<file path="src/design/bir_pkg.sv">
package bir_pkg;

   localparam int DEF_MAX_WIDTH    = 128;
   localparam int DEF_MAX_HEIGHT   = 128;
   localparam int DEF_MAX_CHANNELS = 4;

   localparam int COORD_W   = 12;
   localparam int STEP_W    = 24;
   localparam int SAMPLE_W  = 16;
   localparam int CHAN_W    = 2;
   localparam int SIZE_W    = 8;
   localparam int COUNT_W   = 3;
   localparam int PROD_W    = COORD_W + STEP_W;
   localparam int IPART_W   = PROD_W - SAMPLE_W;
   localparam int NUM_BANKS = 4;

   localparam int CSR_INDEX_W = 3;
   localparam int CSR_DATA_W  = 24;

   localparam logic [CSR_INDEX_W-1:0] CSR_SRC_WIDTH     = 3'd0;
   localparam logic [CSR_INDEX_W-1:0] CSR_SRC_HEIGHT    = 3'd1;
   localparam logic [CSR_INDEX_W-1:0] CSR_CHANNEL_COUNT = 3'd2;
   localparam logic [CSR_INDEX_W-1:0] CSR_X_STEP        = 3'd3;
   localparam logic [CSR_INDEX_W-1:0] CSR_Y_STEP        = 3'd4;

   localparam logic [SIZE_W-1:0]  RST_SRC_WIDTH     = 8'd128;
   localparam logic [SIZE_W-1:0]  RST_SRC_HEIGHT    = 8'd128;
   localparam logic [COUNT_W-1:0] RST_CHANNEL_COUNT = 3'd3;
   localparam logic [STEP_W-1:0]  RST_X_STEP        = 24'd65536;
   localparam logic [STEP_W-1:0]  RST_Y_STEP        = 24'd65536;

   localparam logic CMD_WRITE = 1'b0;
   localparam logic CMD_QUERY = 1'b1;

   typedef struct packed {
      logic                command;
      logic [COORD_W-1:0]  col;
      logic [COORD_W-1:0]  row;
      logic [CHAN_W-1:0]   chan;
      logic [SAMPLE_W-1:0] sample_in;
   } req_type;

   typedef struct packed {
      logic [SAMPLE_W-1:0] sample_out;
      logic [CHAN_W-1:0]   out_chan;
      logic                last;
   } rsp_type;

   typedef struct packed {
      logic              valid;
      logic [CHAN_W-1:0] chan;
      logic              last;
   } tag_type;

   // (a*(1-f) + b*f), truncated
   function automatic logic [SAMPLE_W-1:0] lerp16(input logic [SAMPLE_W-1:0] a,
                                                  input logic [SAMPLE_W-1:0] b,
                                                  input logic [SAMPLE_W-1:0] f);
      logic [SAMPLE_W:0]     nf;
      logic [2*SAMPLE_W:0]   p0;
      logic [2*SAMPLE_W:0]   p1;
      logic [2*SAMPLE_W+1:0] acc;
      nf  = 17'h10000 - {1'b0, f};
      p0  = 33'(a) * 33'(nf);
      p1  = 33'(b) * 33'(f);
      acc = 34'(p0) + 34'(p1);
      return acc[2*SAMPLE_W-1:SAMPLE_W];
   endfunction

endpackage

</file>
<file path="src/design/bir_coord.sv">
module bir_coord #(
   parameter int IDX_W = 7
) (
   input  logic                          clock,
   input  logic                          load_prod,
   input  logic                          load_split,
   input  logic [bir_pkg::COORD_W-1:0]   pos,
   input  logic [bir_pkg::STEP_W-1:0]    step,
   input  logic [IDX_W-1:0]              last_pos,
   output logic [IDX_W-1:0]              i0,
   output logic [IDX_W-1:0]              i1,
   output logic [bir_pkg::SAMPLE_W-1:0]  frac
);

   logic [bir_pkg::PROD_W-1:0]   prod_ff;
   logic [bir_pkg::IPART_W-1:0]  ipart;
   logic [IDX_W-1:0]             i0_in;
   logic [IDX_W-1:0]             i1_in;
   logic [bir_pkg::SAMPLE_W-1:0] frac_in;
   logic [IDX_W-1:0]             i0_ff;
   logic [IDX_W-1:0]             i1_ff;
   logic [bir_pkg::SAMPLE_W-1:0] frac_ff;

   assign ipart = prod_ff[bir_pkg::PROD_W-1:bir_pkg::SAMPLE_W];

   always_comb begin
      if (ipart > bir_pkg::IPART_W'(last_pos)) begin
         i0_in   = last_pos;
         frac_in = '0;
      end else begin
         i0_in   = ipart[IDX_W-1:0];
         frac_in = prod_ff[bir_pkg::SAMPLE_W-1:0];
      end
      i1_in = (i0_in == last_pos) ? last_pos : i0_in + 1'b1;
   end

   always_ff @(posedge clock) begin
      if (load_prod) begin
         prod_ff <= bir_pkg::PROD_W'(pos) * bir_pkg::PROD_W'(step);
      end
      if (load_split) begin
         i0_ff   <= i0_in;
         i1_ff   <= i1_in;
         frac_ff <= frac_in;
      end
   end

   assign i0   = i0_ff;
   assign i1   = i1_ff;
   assign frac = frac_ff;

endmodule

</file>
<file path="config.mk">
export PLATFORM = sky130hd
export DESIGN_NAME = bir_coord
export DESIGN_NICKNAME = d
export VERILOG_FILES = /design/src/design/bir_pkg.sv /design/src/design/bir_coord.sv
export SDC_FILE = /design/constraint.sdc
export NUM_CORES = 1
export LEC_CHECK = 0
export ABC_CLOCK_PERIOD_IN_PS = 8070
export BUFFER_PORTS_ARGS = -buffer_cell sky130_fd_sc_hd__buf_4
export CORE_MARGIN = 5
export CORE_UTILIZATION = 40
export DETAILED_ROUTE_END_ITERATION = 16
export SYNTH_ARGS = -nofsm -noshare
export SYNTH_HDL_FRONTEND = slang
export SYNTH_SLANG_ARGS = --single-unit
</file>
<file path="constraint.sdc">
create_clock -name clock -period 8.07 [get_ports clock]
set_clock_uncertainty 0.1 [all_clocks]
set_input_delay 1.2105 -clock clock [delete_from_list [all_inputs] [get_ports clock]]
set_output_delay 1.2105 -clock clock [all_outputs]
set_load 0.005 [all_outputs]
</file>
==> impl_table.tex <==
\begin{tabular}{lr}
\hline
Metric & Value \\
\hline
\multicolumn{2}{l}{\textbf{Die}} \\
\quad Boundary Pins & 76 \\
\quad Die X & 180.1 µm \\
\quad Die extent in y & 180.1 µm \\
\quad Number of rows in the core area & 62 \\
\quad Total Die Area & 0.03244 mm² \\
\quad Initial standard-cell utilization of the core & 40.44\% \\
\quad Core ar. & 0.02863 mm² \\
\multicolumn{2}{l}{\textbf{Synthesis}} \\
\quad Top post-synthesis cells by area & fa\_1 (38\%), edfxtp\_1 (17\%), inv\_1 (8.9\%) \\
\quad Synth Area in Simple Gates & 15.76\% \\
\quad Library cell with the largest summed area after synthesis & fa\_1 \\
\quad Mean Syn Cell Area & 9.335 µm² \\
\quad Compound-cell area share of the yosys netlist & 6.075\% \\
\quad Cell area after synthesis & 0.01157 mm² \\
\quad Area share of xor/xnor cells in the synthesized design & 2.875\% \\
\quad Adder and majority gate portion of the synthesized area & 46.91\% \\
\quad Mux cell area share after synthesis & 0.5729\% \\
\quad Count of flip-flops with a built-in enable after synthesis & 66 \\
\quad Library cells used by synthesis & 47 \\
\quad Synth Register Bits & 66 \\
\quad Dominant synthesized flop cell & edfxtp\_1 \\
\quad Post-synthesis net count & 1588 \\
\quad Number of instances in the synthesized netlist & 1240 \\
\quad Synth warnings & 0 \\
\quad Area share of the largest cell type after synthesis & 38.05\% \\
\quad Fraction of synthesis flops using an asynchronous set or reset pin & 0\% \\
\quad Sequential area share after synthesis & 17.12\% \\
\quad Dominant combinational cell family by area after synthesis & adder cells \\
\multicolumn{2}{l}{\textbf{Clocking}} \\
\quad Post-CTS Setup Bufs & 0 \\
\quad Number of gates resized after cts & 0 \\
\quad Clock tree root buffer cell & clkbuf\_16 \\
\quad Inserted Clock Buffers & 9 \\
\quad Cts-stage hold buffer count & 0 \\
\quad Clk pin slew, worst setup/hold paths & 60 ps \\
\quad Number of H-tree levels & 3 \\
\quad Number of buffers on the longest clock path & 2 \\
\quad TritonCTS sink count & 66 \\
\quad Clock tree from TritonCTS & built \\
\quad Insertion delay to the later sink of the worst-skew pair & 330 ps \\
\multicolumn{2}{l}{\textbf{Critical path}} \\
\quad Logic depth of the worst register-to-register path & 10 \\
\quad CP startpoint kind & primary input \\
\quad Critical path class & primary input to flop \\
\quad Source of the worst register-to-register timing path & prod\_ff[17] \\
\quad Critical Path End Type & flop \\
\quad Capturing point of the worst reg2reg path & i1[2] \\
\quad Setup slack on the worst flop-to-flop path & 4380 ps \\
\quad Worst path arrival time & 6400 ps \\
\quad Largest fanout on the critical path & 24 \\
\quad Endpoint required time on the critical path & 8160 ps \\
\multicolumn{2}{l}{\textbf{Power}} \\
\quad Final Power & 5192 µW \\
\quad Power per unit of standard cell area & 406.6 mW/mm² \\
\quad Peak supply drop & 0.0002141 V \\
\quad Static Leakage & 0.006320 µW \\
\multicolumn{2}{l}{\textbf{STA}} \\
\quad Final critical-path required period & 6315 ps \\
\quad Count of pins over their slew limit & 0 \\
\quad Tightest slew margin relative to the limit & 27.25\% \\
\quad Final worst setup slack & 1755 ps \\
\quad Unrepaired setup endpoints after global routing & false \\
\quad Worst slew pin tran & 1091 ps \\
\quad Final setup fails & 0 \\
\quad Post-route setup TNS & 0 ps \\
\quad Final period util & 78.25\% \\
\quad Highest clock rate & 158.4 MHz \\
\quad Count of endpoints failing hold in the final timing report & 0 \\
\multicolumn{2}{l}{\textbf{Finish}} \\
\quad Final-layout fill cell count & 2751 \\
\quad Core Util, Final & 44.61\% \\
\quad Ant. Diodes & 0 \\
\quad Number of nets in the layout & 1621 \\
\quad Number of non-filler instances in the completed layout & 1662 \\
\quad Area growth from synthesis to layout & 10.32\% \\
\quad Layout cell share with drive strength beyond 1 & 8.294\% \\
\multicolumn{2}{l}{\textbf{Min path}} \\
\quad Worst hold path type & flop to flop \\
\quad HP Start & prod\_ff[4] \\
\quad Number of cells on the worst hold path & 1 \\
\quad Capture endpoint of the worst hold path & frac[4] \\
\multicolumn{2}{l}{\textbf{Detailed routing}} \\
\quad DRT Pass-1 Iters & 5 \\
\quad Routed length per placed instance & 16.19 µm \\
\quad Wire length reported by the detailed router & 26910 µm \\
\quad Drt initial violations & 431 \\
\quad DRT antenna net count & 0 \\
\quad Per-cell via count in the routed design & 4.916 \\
\quad DRC violations left & 0 \\
\quad Total vias in the final route & 8171 \\
\multicolumn{2}{l}{\textbf{Global route}} \\
\quad Remaining global-route overflow & 0 \\
\quad Number of antenna violations at the first check in global routing & 0 \\
\quad Global-route wire length before repair & 44910 µm \\
\quad Via count of the first global-routing pass & 8554 \\
\quad GRT Resource Usage Total & 16.95\% \\
\quad Pin count of the biggest net entering global routing & 37 \\
\multicolumn{2}{l}{\textbf{Place}} \\
\quad Number of buffers added on ports & 75 \\
\quad Post-detail-place hpwl & 21250 µm \\
\quad Number of placed instances with taps included & 1646 \\
\quad Pre-CTS setup slack & 1377 ps \\
\quad GPL Wtd Cong & 0.8420 \\
\multicolumn{2}{l}{\textbf{Run status}} \\
\quad Run status & completed \\
\multicolumn{2}{l}{\textbf{Job}} \\
\quad Max Cap Viol & 0 \\
\hline
\end{tabular}
[layout make-up]
cell class              instances  area, µm²  area share [%]
repair buffers                 76      570.5           4.468
clock buffers                  10      229.0           1.793
multi-input cells             845       8361           65.47
flip-flops and latches         66       1982           15.52
inverters                     275       1032           8.084
well taps                     384      480.5           3.763
clock inverters                 6      115.1          0.9014
[layout by cell type (no fill, tap or decap), drive strengths merged, types with 27 or more instances in the layout]
cell and n:
buf 76, a21oi 27, ha 82, nand2 222, nor2 28, o21ai 31, inv 275, fa 220
and2 108, edfxtp 66, xnor2 28
[critical path, cell delays in order]
cell,delay (ps)
buf_4,200
and2_1,190
fa_1,530
inv_1,50
fa_1,560
inv_1,60
fa_1,450
fa_1,510
fa_1,420
ha_1,360
a2111o_1,470
o21ai_1,130
a31o_2,190
a31oi_2,140
o21ai_4,250
o21ai_2,140
a2111o_1,440
nand4_1,70
[cell families (layout without fill, tap and decap cells)]
kind of cell	Yosys count	count (layout)
flops	66	66
buf+inv	329	367
mux	6	6
simple gates	394	394
compound gates	105	105
xor+xnor	38	38
fa+ha+maj	302	302
[worst max-delay path by stage]
| stage | startpoint | end | slack [ps] | cells past startpoint |
|---|---|---|---|---|
| after floorplan | pos[3] | prod_ff[27] | 1830 | 20 |
| after global placement | pos[6] | prod_ff[32] | 1440 | 18 |
| after detailed placement | pos[3] | prod_ff[27] | 1380 | 20 |
| after CTS | pos[3] | prod_ff[27] | 1730 | 20 |
| after global routing | pos[3] | prod_ff[27] | 1440 | 20 |
| final | pos[6] | prod_ff[28] | 1760 | 18 |
[per-layer routing]
layer  part of all wire, %  routed length, µm  track usage [%]  vias up
met5                     0                  0                0        -
met4                   1.8                482            3.872        0
met3                   8.5               2282            4.219       42
met2                    43              11690            25.82      295
met1                    46              12460            24.64     4033
li1                      -                  -                -     3801
[state kept, by name, summed over array words and instances, names as in the netlist]
name / count
i0: 7
frac: 16
i1: 7
prod_ff: 36
[through the flow]
stage	area, µm²	hold WS (ps)
2_1_floorplan	11570	396.7
3_3_place_gp	12430	405.2
3_5_place_dp	12430	406.6
4_1_cts	12770	420.3
5_1_grt	12770	439.3
6_report	12770	416.4
[where the power goes]
group	total [µW]	leakage, µW	switching [µW]	internal [µW]
sequential	724	0.000661	45.3	679
combinational	4030	0.00550	2310	1720
clock	438	0.000163	135	302
total	5190	0.00632	2490	2700
[cell usage after synthesis, types with 2 or more instances]
| cell | instances |
|---|---|
| and2_1 | 108 |
| edfxtp_1 | 66 |
| nor3_1 | 5 |
| inv_1 | 275 |
| fa_1 | 220 |
| o21bai_1 | 5 |
| a211oi_1 | 3 |
| nand2_1 | 222 |
| o211ai_1 | 2 |
| nor2_1 | 28 |
| xor2_1 | 10 |
| nand3_1 | 10 |
| nand4_1 | 6 |
| mux2_2 | 5 |
| a31o_2 | 2 |
| clkbuf_1 | 53 |
| and3_1 | 4 |
| o21ai_0 | 26 |
| ha_1 | 82 |
| o2111ai_1 | 2 |
| a21o_1 | 10 |
| nor4_1 | 2 |
| o21a_1 | 6 |
| a21oi_1 | 27 |
| o21ai_1 | 3 |
| a31oi_1 | 3 |
| nand2b_1 | 2 |
| a2111o_1 | 2 |
| xnor2_1 | 28 |
| a211o_1 | 2 |
| nor2b_1 | 5 |
Note: power is estimated with default switching activity, not from simulation.
